**config.mk**
```make
export PLATFORM = sky130hd
export DESIGN_NAME = case_folding_substring_search_top
export DESIGN_NICKNAME = d
export VERILOG_FILES = /design/src/design/cfss_pkg.sv /design/src/design/cfss_front.sv /design/src/design/cfss_queue.sv /design/src/design/cfss_back.sv /design/src/design/case_folding_substring_search_top.sv
export SDC_FILE = /design/constraint.sdc
export NUM_CORES = 2
export LEC_CHECK = 0
export ABC_CLOCK_PERIOD_IN_PS = 124300
export BUFFER_PORTS_ARGS = -buffer_cell sky130_fd_sc_hd__buf_2
export CORE_ASPECT_RATIO = 0.5
export CORE_MARGIN = 4
export CORE_UTILIZATION = 25
export DETAILED_ROUTE_END_ITERATION = 6
export SLEW_MARGIN = 20
export SYNTH_ARGS = -nofsm -noshare
export SYNTH_HDL_FRONTEND = slang
export SYNTH_SLANG_ARGS = --single-unit
```
**constraint.sdc**
```tcl
create_clock -name clk_i -period 124.3 [get_ports clk_i]
set_clock_uncertainty 0.05 [all_clocks]
set_input_delay 24.86 -clock clk_i [delete_from_list [all_inputs] [get_ports clk_i]]
set_output_delay 24.86 -clock clk_i [all_outputs]
set_load 0.01 [all_outputs]
```
**src/design/cfss_pkg.sv**
```systemverilog
// ----------------------------------------------------------------------------
// cfss_pkg: shared types and helpers of the case folding substring search
// Word formats, operation codes, register indexes and the case fold.
// ----------------------------------------------------------------------------
`default_nettype none

package cfss_pkg;

  localparam int unsigned PAT_MAX_DEF = 128;
  localparam int unsigned QDEPTH      = 2;
  localparam logic [7:0]  LINE_END    = 8'd13;

  typedef enum logic [1:0] {
    FUNC_TEXT    = 2'd0,
    FUNC_APPEND  = 2'd1,
    FUNC_CLEAR   = 2'd2,
    FUNC_RESTART = 2'd3
  } func_e;

  typedef enum logic [1:0] {
    REG_EXACT_CASE   = 2'd0,
    REG_REVERSE      = 2'd1,
    REG_REPEAT_COUNT = 2'd2
  } cfg_reg_e;

  typedef struct packed {
    logic [1:0] func;
    logic [7:0] char_code;
  } in_word_t;

  typedef struct packed {
    logic        match;
    logic [31:0] match_start;
    logic [31:0] match_end;
    logic [15:0] match_ordinal;
    logic        target_reached;
    logic        no_pattern;
    logic        pattern_overflow;
  } out_word_t;

  typedef struct packed {
    logic        exact_case;
    logic        reverse;
    logic [15:0] repeat_count;
  } cfg_t;

  typedef struct packed {
    func_e      op;
    logic [7:0] ch;
  } op_word_t;

  function automatic logic [7:0] fold(input logic [7:0] c, input logic exact);
    logic [7:0] r;
    r = c;
    if (!exact && c >= 8'h61 && c <= 8'h7a) begin
      r = c - 8'd32;
    end
    return r;
  endfunction

endpackage

`default_nettype wire

```
**src/design/cfss_front.sv**
```systemverilog
// ----------------------------------------------------------------------------
// cfss_front: input decode
// Take words from the input channel, decode the function and fold text.
// ----------------------------------------------------------------------------
`default_nettype none

module cfss_front (
  input  wire logic              in_valid_i,
  output logic                   in_ready_o,
  input  wire cfss_pkg::in_word_t in_word_i,
  input  wire cfss_pkg::cfg_t    cfg_i,
  input  wire logic              q_ready_i,
  output logic                   q_push_o,
  output cfss_pkg::op_word_t     q_word_o
);
  import cfss_pkg::*;

  func_e op;

  assign op         = func_e'(in_word_i.func);
  assign in_ready_o = q_ready_i;
  assign q_push_o   = in_valid_i && q_ready_i;

  always_comb begin
    q_word_o.op = op;
    case (op)
      FUNC_TEXT: q_word_o.ch = fold(in_word_i.char_code, cfg_i.exact_case);
      default:   q_word_o.ch = in_word_i.char_code;
    endcase
  end

endmodule

`default_nettype wire

```
**src/design/cfss_queue.sv**
```systemverilog
// ----------------------------------------------------------------------------
// cfss_queue: decoupling queue
// Short queue of decoded words between the front and the back.
// ----------------------------------------------------------------------------
`default_nettype none

module cfss_queue (
  input  wire logic               clk_i,
  input  wire logic               rst_ni,
  input  wire logic               push_i,
  input  wire cfss_pkg::op_word_t push_word_i,
  output logic                    ready_o,
  input  wire logic               pop_i,
  output logic                    valid_o,
  output cfss_pkg::op_word_t      pop_word_o
);
  import cfss_pkg::*;

  localparam int unsigned PTR_W = (QDEPTH > 1) ? $clog2(QDEPTH) : 1;
  localparam int unsigned CNT_W = $clog2(QDEPTH + 1);

  op_word_t         mem_q [QDEPTH];
  logic [PTR_W-1:0] wr_ptr_q, wr_ptr_d;
  logic [PTR_W-1:0] rd_ptr_q, rd_ptr_d;
  logic [CNT_W-1:0] count_q, count_d;
  logic             do_push, do_pop;

  assign ready_o    = count_q < CNT_W'(QDEPTH);
  assign valid_o    = count_q != '0;
  assign pop_word_o = mem_q[rd_ptr_q];
  assign do_push    = push_i && ready_o;
  assign do_pop     = pop_i && valid_o;

  always_comb begin
    wr_ptr_d = wr_ptr_q;
    rd_ptr_d = rd_ptr_q;
    count_d  = count_q;
    if (do_push) begin
      wr_ptr_d = (wr_ptr_q == PTR_W'(QDEPTH - 1)) ? '0 : wr_ptr_q + 1'b1;
    end
    if (do_pop) begin
      rd_ptr_d = (rd_ptr_q == PTR_W'(QDEPTH - 1)) ? '0 : rd_ptr_q + 1'b1;
    end
    if (do_push && !do_pop) begin
      count_d = count_q + 1'b1;
    end else if (do_pop && !do_push) begin
      count_d = count_q - 1'b1;
    end
  end

  always_ff @(posedge clk_i or negedge rst_ni) begin
    if (!rst_ni) begin
      wr_ptr_q <= '0;
      rd_ptr_q <= '0;
      count_q  <= '0;
    end else begin
      wr_ptr_q <= wr_ptr_d;
      rd_ptr_q <= rd_ptr_d;
      count_q  <= count_d;
    end
  end

  always_ff @(posedge clk_i) begin
    if (do_push) begin
      mem_q[wr_ptr_q] <= push_word_i;
    end
  end

  a_count_bound: assert property (@(posedge clk_i) disable iff (!rst_ni)
    count_q <= CNT_W'(QDEPTH))
    else $error("queue count beyond depth");

  a_push_counts: assert property (@(posedge clk_i) disable iff (!rst_ni)
    do_push && !do_pop |=> count_q == $past(count_q) + 1'b1)
    else $error("push not counted");

  a_no_pop_empty: assert property (@(posedge clk_i) disable iff (!rst_ni)
    count_q == '0 |-> !do_pop)
    else $error("pop from empty queue");

endmodule

`default_nettype wire

```
**src/design/cfss_back.sv**
```systemverilog
// ----------------------------------------------------------------------------
// cfss_back: search engine
// Shift-and partial match lanes, pattern store, counters and result register.
// ----------------------------------------------------------------------------
`default_nettype none

module cfss_back #(
  parameter int unsigned PAT_MAX = cfss_pkg::PAT_MAX_DEF
) (
  input  wire logic               clk_i,
  input  wire logic               rst_ni,
  input  wire cfss_pkg::cfg_t     cfg_i,
  input  wire logic               q_valid_i,
  input  wire cfss_pkg::op_word_t q_word_i,
  output logic                    q_pop_o,
  output logic                    out_valid_o,
  input  wire logic               out_ready_i,
  output cfss_pkg::out_word_t     out_word_o
);
  import cfss_pkg::*;

  localparam int unsigned LEN_W = $clog2(PAT_MAX + 1);

  logic [7:0]         store_q  [PAT_MAX];
  logic [7:0]         rstore_q [PAT_MAX];
  logic [LEN_W-1:0]   len_q, len_d;
  logic [PAT_MAX-1:0] partial_q, partial_d;
  logic [PAT_MAX-1:0] pnext, last_mask;
  logic [31:0]        pos_q, pos_d, pos_inc;
  logic [15:0]        found_q, found_d, found_inc;
  logic               done_q, done_d;
  logic               out_valid_q;
  out_word_t          out_q, out_d;
  logic               hit, append_ok;

  assign q_pop_o     = q_valid_i && (!out_valid_q || out_ready_i);
  assign out_valid_o = out_valid_q;
  assign out_word_o  = out_q;

  always_comb begin
    for (int k = 0; k < PAT_MAX; k++) begin
      logic prev, same_fwd, same_rev;
      prev     = (k == 0) ? 1'b1 : partial_q[(k == 0) ? 0 : k - 1];
      same_fwd = fold(store_q[k], cfg_i.exact_case) == q_word_i.ch;
      same_rev = fold(rstore_q[k], cfg_i.exact_case) == q_word_i.ch;
      pnext[k]     = prev && (cfg_i.reverse ? same_rev : same_fwd);
      last_mask[k] = len_q == LEN_W'(k + 1);
    end
  end

  assign hit       = |(pnext & last_mask);
  assign pos_inc   = (pos_q == '1) ? pos_q : pos_q + 32'd1;
  assign found_inc = (found_q == '1) ? found_q : found_q + 16'd1;
  assign append_ok = len_q < LEN_W'(PAT_MAX);

  always_comb begin
    len_d     = len_q;
    partial_d = '0;
    pos_d     = pos_q;
    found_d   = found_q;
    done_d    = done_q;
    out_d     = '0;
    case (q_word_i.op)
      FUNC_TEXT: begin
        pos_d = pos_inc;
        if (len_q == '0) begin
          out_d.no_pattern = 1'b1;
        end else if (!done_q) begin
          if (hit) begin
            found_d           = found_inc;
            done_d            = found_inc >= cfg_i.repeat_count;
            out_d.match       = 1'b1;
            out_d.match_end   = pos_inc;
            out_d.match_start = pos_inc - 32'(len_q);
          end else begin
            partial_d = pnext;
          end
        end else begin
          partial_d = partial_q;
        end
      end
      FUNC_APPEND: begin
        if (append_ok) begin
          len_d = len_q + 1'b1;
        end else begin
          out_d.pattern_overflow = 1'b1;
        end
      end
      FUNC_CLEAR: begin
        len_d = '0;
      end
      FUNC_RESTART: begin
        pos_d   = '0;
        found_d = '0;
        done_d  = 1'b0;
      end
      default: begin
        partial_d = '0;
      end
    endcase
    out_d.match_ordinal  = found_d;
    out_d.target_reached = done_d;
  end

  always_ff @(posedge clk_i or negedge rst_ni) begin
    if (!rst_ni) begin
      len_q       <= '0;
      partial_q   <= '0;
      pos_q       <= '0;
      found_q     <= '0;
      done_q      <= 1'b0;
      out_valid_q <= 1'b0;
    end else begin
      if (q_pop_o) begin
        len_q       <= len_d;
        partial_q   <= partial_d;
        pos_q       <= pos_d;
        found_q     <= found_d;
        done_q      <= done_d;
        out_valid_q <= 1'b1;
      end else if (out_ready_i) begin
        out_valid_q <= 1'b0;
      end
    end
  end

  always_ff @(posedge clk_i) begin
    if (q_pop_o) begin
      out_q <= out_d;
    end
    if (q_pop_o && q_word_i.op == FUNC_APPEND && append_ok) begin
      rstore_q[0] <= q_word_i.ch;
      for (int k = 1; k < PAT_MAX; k++) begin
        rstore_q[k] <= rstore_q[k-1];
      end
      for (int k = 0; k < PAT_MAX; k++) begin
        if (len_q == LEN_W'(k)) begin
          store_q[k] <= q_word_i.ch;
        end
      end
    end
  end

  a_len_bound: assert property (@(posedge clk_i) disable iff (!rst_ni)
    len_q <= LEN_W'(PAT_MAX))
    else $error("pattern length beyond store");

  a_edit_clears: assert property (@(posedge clk_i) disable iff (!rst_ni)
    q_pop_o && q_word_i.op != FUNC_TEXT |=> partial_q == '0)
    else $error("partial matches kept across pattern edit or restart");

  a_match_counted: assert property (@(posedge clk_i) disable iff (!rst_ni)
    out_valid_q && out_q.match |-> out_q.match_ordinal != '0 && !out_q.no_pattern)
    else $error("match without ordinal");

  a_done_sticky: assert property (@(posedge clk_i) disable iff (!rst_ni)
    q_pop_o && done_q && q_word_i.op != FUNC_RESTART |=> done_q)
    else $error("search end dropped without restart");

endmodule

`default_nettype wire

```
**src/design/case_folding_substring_search_top.sv**
```systemverilog
// ----------------------------------------------------------------------------
// case_folding_substring_search_top: streaming substring search
// A taken input word is written into the queue, then popped by the search engine into its result register.
// Throughput: one word per cycle while the output is not stalled, set by the shift-and lane update.
// A two-entry queue parts the decode front from the search engine.
// Reset clears lengths, counters, partial matches, the result valid flag and the configuration at once;
// the pattern store holds no reset value and needs no clearing pass.
// ----------------------------------------------------------------------------
`default_nettype none

module case_folding_substring_search_top #(
  parameter int unsigned PAT_MAX = cfss_pkg::PAT_MAX_DEF
) (
  input  wire logic                clk_i,
  input  wire logic                rst_ni,
  input  wire logic                in_valid_i,
  output logic                     in_ready_o,
  input  wire cfss_pkg::in_word_t  in_word_i,
  output logic                     out_valid_o,
  input  wire logic                out_ready_i,
  output cfss_pkg::out_word_t      out_word_o,
  input  wire logic                cfg_valid_i,
  output logic                     cfg_ready_o,
  input  wire logic [1:0]          cfg_index_i,
  input  wire logic [15:0]         cfg_data_i
);
  import cfss_pkg::*;

  cfg_t     cfg_q;
  op_word_t push_word, pop_word;
  logic     q_ready, q_push, q_valid, q_pop;

  assign cfg_ready_o = 1'b1;

  always_ff @(posedge clk_i or negedge rst_ni) begin
    if (!rst_ni) begin
      cfg_q.exact_case   <= 1'b0;
      cfg_q.reverse      <= 1'b0;
      cfg_q.repeat_count <= 16'd1;
    end else if (cfg_valid_i) begin
      case (cfg_reg_e'(cfg_index_i))
        REG_EXACT_CASE:   cfg_q.exact_case   <= cfg_data_i[0];
        REG_REVERSE:      cfg_q.reverse      <= cfg_data_i[0];
        REG_REPEAT_COUNT: cfg_q.repeat_count <= cfg_data_i;
        default: begin
          cfg_q <= cfg_q;
        end
      endcase
    end
  end

  cfss_front u_front (
    .in_valid_i (in_valid_i),
    .in_ready_o (in_ready_o),
    .in_word_i  (in_word_i),
    .cfg_i      (cfg_q),
    .q_ready_i  (q_ready),
    .q_push_o   (q_push),
    .q_word_o   (push_word)
  );

  cfss_queue u_queue (
    .clk_i       (clk_i),
    .rst_ni      (rst_ni),
    .push_i      (q_push),
    .push_word_i (push_word),
    .ready_o     (q_ready),
    .pop_i       (q_pop),
    .valid_o     (q_valid),
    .pop_word_o  (pop_word)
  );

  cfss_back #(
    .PAT_MAX (PAT_MAX)
  ) u_back (
    .clk_i       (clk_i),
    .rst_ni      (rst_ni),
    .cfg_i       (cfg_q),
    .q_valid_i   (q_valid),
    .q_word_i    (pop_word),
    .q_pop_o     (q_pop),
    .out_valid_o (out_valid_o),
    .out_ready_i (out_ready_i),
    .out_word_o  (out_word_o)
  );

endmodule

`default_nettype wire
```
# Word-level counts from Yosys, hierarchy flattened
# Memory sizes are Yosys's and may differ from the RTL's.
# Index checks and enable logic that the tools add are counted.
# totals
register_bits,291
ramBits,2068
in_bits,33
out_inout_bits,87
n_memories,3
# memory_table
memory,depth,width,read_ports,rd_clocked_by_memory_dff,write_ports,line,rtl
u_back.rstore_q,128,8,128,0,128,cfss_back.sv:25,logic [7:0] rstore_q [PAT_MAX];
u_back.store_q,128,8,128,0,1,cfss_back.sv:24,logic [7:0] store_q [PAT_MAX];
u_queue.mem_q,2,10,1,0,1,cfss_queue.sv:22,op_word_t mem_q [QDEPTH];
# op_classes
n_addsub,265
order_cmp,517
eq_ne,393
muxes,1180
n_bitwise,3
reduce_logical,799
# op_table
operator,count
two-way mux 8 bit,386
>= comparator 8 x 7 -> 1 bit (second input constant),257
less-or-equal comparator 8 x 7 -> 1 bit (second input constant),257
subtractor 8 x 6 -> 8 bit (second input constant),257
equality test 8 bit,256
OR reduction 8 bit,127
two-way mux 7 bit,127
two-way mux 1 bit,651
logical AND 1 bit,649
equality test 8 x 7 -> 1 bit (second input constant),64
two-way mux 127 bit,4
equality test 8 x 6 -> 1 bit (second input constant),32
bitwise AND 128 bit,1
equality test 8 x 5 -> 1 bit (second input constant),16
OR reduction 128 bit,1
two-way mux 65 bit,1
equality test 8 x 4 -> 1 bit (second input constant),8
two-way mux 16 bit,4
case mux 32 bit (2 select lines),1
adder 32 x 1 -> 32 bit (second input constant),1
equality test 32 bit (second input constant),1
equality test 8 x 3 -> 1 bit (second input constant),4
two-way mux 32 bit,1
case mux 16 bit (2 select lines),1
30 further kinds,50

# Logic depth before layout (Yosys ltp)
# logic_depth
word_depth,135
mapped_depth,21
mapped_depth_nobuf,20

# Cells and area by module
# From an unflattened synthesis, not the netlist that was laid out.
# unflattened
cells_unflattened,10086
hier_area_um2,122069.6
# modules_own_cells
mod,instances,cells_each,area_each_um2,seq_area_each_um2
cfss_back,1,9975,120245.3,68650.8
cfss_queue,1,48,928.4,700.7
case_folding_substring_search_top,1,42,749.5,451.7
cfss_front,1,21,146.4,0.0

# Least setup slack after synthesis
# No wires, ideal clock.
# synth_path
path_type,input to register
start,input port out_ready_i
end,"memory u_back.store_q[16][0], in the netlist u_back.store_q[1][0], enable pin"
setup_time_ps,418
arrival_ps,78949
slack_ps,44883
cell_stages,7
n_path_buf,0
cell_sequence,nand2b_1 o21ai_1 inv_1 nand2_1 nor2_1 nand2_1 nor2_1
# synth_via
elab_chain_cells,134
elab_cells_between_ends,641
# synth_lines
element,line,rtl
"start, declared",case_folding_substring_search_top.sv:20,"input wire logic out_ready_i,"
logical OR 1 bit (*),cfss_back.sv:36,assign q_pop_o = q_valid_i && (!out_valid_q || out_ready_i);
logical AND 1 bit (*),cfss_back.sv:36,
net q_pop,case_folding_substring_search_top.sv:31,"logic q_ready, q_push, q_valid, q_pop;"
logical AND 1 bit (*) (2 in series),cfss_back.sv:131,if (q_pop_o && q_word_i.op == FUNC_APPEND && append_ok) begin
two-way mux 1 bit,cfss_back.sv:131,
two-way mux 1 bit (implied by the code),cfss_back.sv:138,store_q[k] <= q_word_i.ch;
OR reduction 8 bit (no source line),--,
two-way mux 7 bit (no source line) or two-way mux 1 bit (tied branches) (127 in series),--,
"end, declared",cfss_back.sv:24,
# Mark *: on every way through the listed nets, which the timed path passes. The rest lies on a longest branch.

# Worst setup path after layout
# layout_path
start,input port out_ready_i
end,"memory u_back.store_q[63][7], in the netlist u_back.store_q[3][127], enable pin"
# The elaborated chain is that of the path after synthesis.

==> impl_metrics.ini <==
[clock_tree]
clock_sinks = 2359
clk_root_buffer_cell = clkbuf_16
htreeDepth = 5
post_cts_buffers = 0
path_clk_slew_ns = 0.06
cts_hold_buf = 0
cts_inserted_buffers = 268
cts_buffer_depth = 4
clk_latency_ns = 0.88
cts_tree = yes
cts_resized = 0

[logic_synthesis]
synth_area_mm2 = 0.123
synth_cells = 10300
synthArstFlopShare_pct = 8.77
yosysUniqueCellTypes = 101
syn_avg_cell_area_um2 = 12.0
yosys_most_used_dff = edfxtp_1
synth_nets = 10600
synth-edff-count = 2152
yosys_warnings = 0
ys_ff_latch = 2359
ys_seq_area_share_pct = 56.7

[critical_path]
crit_required_ns = 124.74
cp-startpoint = out_ready_i
cp_max_fo = 59
endpoint_kind = flip-flop
reg2reg_from = u_queue.rd_ptr_q$_DFFE_PN0P_
critPathKind = input port to flip-flop
worst_r2r_path_depth = 21
start_kind = input port
rrSetupSlack_ns = 114.59
cp.arrival_ns = 30.27

[cells_and_area]
drive_above_1_share_pct = 8.15
final_cell_mix = edfxtp_1, xnor2_1, inv_1, nand2_1, mux2i_1
fin_nets = 10700
layout_commonest_cell = edfxtp_1
syn_to_final_growth_pct = 13.7
stdcell_count = 17100

[detailed_routing]
routedWlPerCell_um = 23.3
remaining_drc_errors = 0
ant_nets = 0
post_drt_via_cell_ratio = 5.23
firstDrtPassIters = 6
drt_iter0_drc = 10600
num_vias = 89600
routed_wl_um = 400000

[timing]
tns_ns = 0
worst_slew_pin_slew_ns = 1.30
finalHoldViolCount = 0
setup_violations = 0
rsz0062_at_grt = false
max_slew_margin_pct = 13.2
min_period_ns = 29.83
max_clock_freq_ghz = 0.0335
fin_crit_sh_pct = 24.0
slew_viol_final = 0

[place]
io_buffers = 118
gp_congestion = 0.879
place_inst = 16600
hpwl_um = 260000

[floorplan]
die_x_um = 1000
coreArea_mm2 = 0.488
ios = 120
num_rows = 181
fp.dieH_um = 504
die-area_mm2 = 0.504
initial_core_util_pct = 25.2

[outcome]
status = completed

[global_route]
first_global_vias = 85300
grt_overflow_total = 0
grt_pass1_wl_um = 578000
grt_util_all_layers_pct = 15.1
grt_max_degree = 151
grt_antenna_before_repair = 29

[pwr]
peakVddDrop_uv = 18.4
p_leak_nw = 47.2
powerDensity_mw_per_mm2 = 18.1

[run]
maxCapViolCount = 0

[hold_path]
min_path_type = flip-flop to flip-flop
min_path_cells = 0
hold_start = u_back.rstore_q[1][407]$_DFFE_PP_
## layout make-up
class	instances	area [µm²]
Antenna cell	20	50.0
Tap cell	6496	8130
Timing Repair Buffer	301	2250
Fill cell	49200	348000
Multi-Input combinational cell	6780	48400
Clock inverter	114	1030
Sequential cell	2359	69800
Inverter	697	2700
Clock buffer	363	7500
## stage by stage
step	hold slack, ns	setup WS, ns	area (µm²)	power [mW]	utilization [%]
6_report	0.400	94.47	140000	2.53	28.6
5_1_grt	0.406	94.17	140000	2.62	28.6
4_1_cts	0.399	94.50	140000	2.53	28.6
3_5_place_dp	0.389	93.54	131000	1.76	26.9
3_3_place_gp	0.384	93.58	131000	1.74	26.9
2_1_floorplan	0.376	44.88	123000	1.60	-
## critical path: stages
cell      delay, ns
buf_2          0.08
nand2b_1       0.11
o21ai_1        0.06
buf_4          0.18
inv_4          0.29
nand2_1        0.18
nor2_4         0.76
buf_4          0.68
buf_4          0.74
buf_4          0.71
nand2_1        0.54
buf_4          0.38
nor2_1         0.54
## synth_stat cells (54+ instances only)
library cell | n | area, µm²
nand3_1 | 345 | 1730
a21o_1 | 79 | 593
dfrtp_1 | 206 | 5150
o41ai_1 | 83 | 727
nand4_1 | 99 | 619
ha_1 | 292 | 3650
a21oi_1 | 340 | 1700
and2_1 | 55 | 344
o21ai_1 | 54 | 270
nand2b_1 | 65 | 407
nor2_1 | 564 | 2120
mux2i_1 | 670 | 6710
nor4_1 | 208 | 1300
buf_2 | 161 | 806
and3_1 | 150 | 938
o311ai_0 | 166 | 1450
o31ai_1 | 138 | 1040
nor3_1 | 254 | 1270
edfxtp_1 | 2152 | 64600
nand3b_1 | 86 | 646
or3_1 | 85 | 532
inv_1 | 687 | 2580
nand2_1 | 687 | 2580
clkbuf_1 | 99 | 372
buf_4 | 113 | 848
o21ai_0 | 320 | 1600
xnor2_1 | 879 | 7700
o311a_1 | 106 | 1060
or4_1 | 178 | 1340
## report_power, final
| group | internal (mW) | switching [mW] | total (mW) |
|---|---|---|---|
| Combinational | 0.216 | 0.525 | 0.741 |
| Sequential | 0.971 | 0.0409 | 1.01 |
| Clock | 0.455 | 0.322 | 0.777 |
| Total | 1.64 | 0.888 | 2.53 |
## cell families (layout without fill, tap and decap cells)
group,after synthesis,in the layout,synth area share [%]
AO/OA/AOI/OAI,1894,1894,11.2
XOR/XNOR,906,906,6.45
adder cells (fa/ha/maj),293,293,2.99
buffers and inverters,1119,1475,4.14
flip-flops,2359,2359,56.7
multiplexers,695,695,5.71
other,1,21,0.00305
AND/OR/NAND/NOR,2991,2991,12.7
## state kept, by name, indices dropped and copies added (netlist names)
| signal | cells |
|---|---|
| u_back.done_q | 1 |
| u_queue.count_q | 2 |
| u_back.found_q | 16 |
| u_back.len_q | 8 |
| u_back.out_word_o | 84 |
| u_back.store_q | 1024 |
| u_back.out_valid_o | 1 |
| u_queue.mem_q | 20 |
| u_back.partial_q | 127 |
| u_queue.wr_ptr_q | 1 |
| u_back.pos_q | 32 |
| u_queue.rd_ptr_q | 1 |
| u_back.rstore_q | 1024 |
| cfg_q | 18 |
## per-layer routing
layer  track usage, %  wire, µm  vias to the layer above
met5                0        48                        -
met4             7.38     21600                        8
met3             3.04     35500                      922
met2             23.8    180000                     4230
met1             19.7    163000                    45000
li1                 -         -                    39400
## final timing paths
kind,to
setup / recovery,u_back.store_q[3][127]$_DFFE_PP_
hold / removal,u_back.rstore_q[1][415]$_DFFE_PP_
setup reg to reg,u_back.partial_q[10]$_DFFE_PN0P_
hold reg to reg,u_back.rstore_q[1][415]$_DFFE_PP_
max in group asynchronous,cfg_q[16]$_DFFE_PN0P_
min in group asynchronous,cfg_q[6]$_DFFE_PN0P_
No activity file was read; power rests on OpenSTA's default activity.
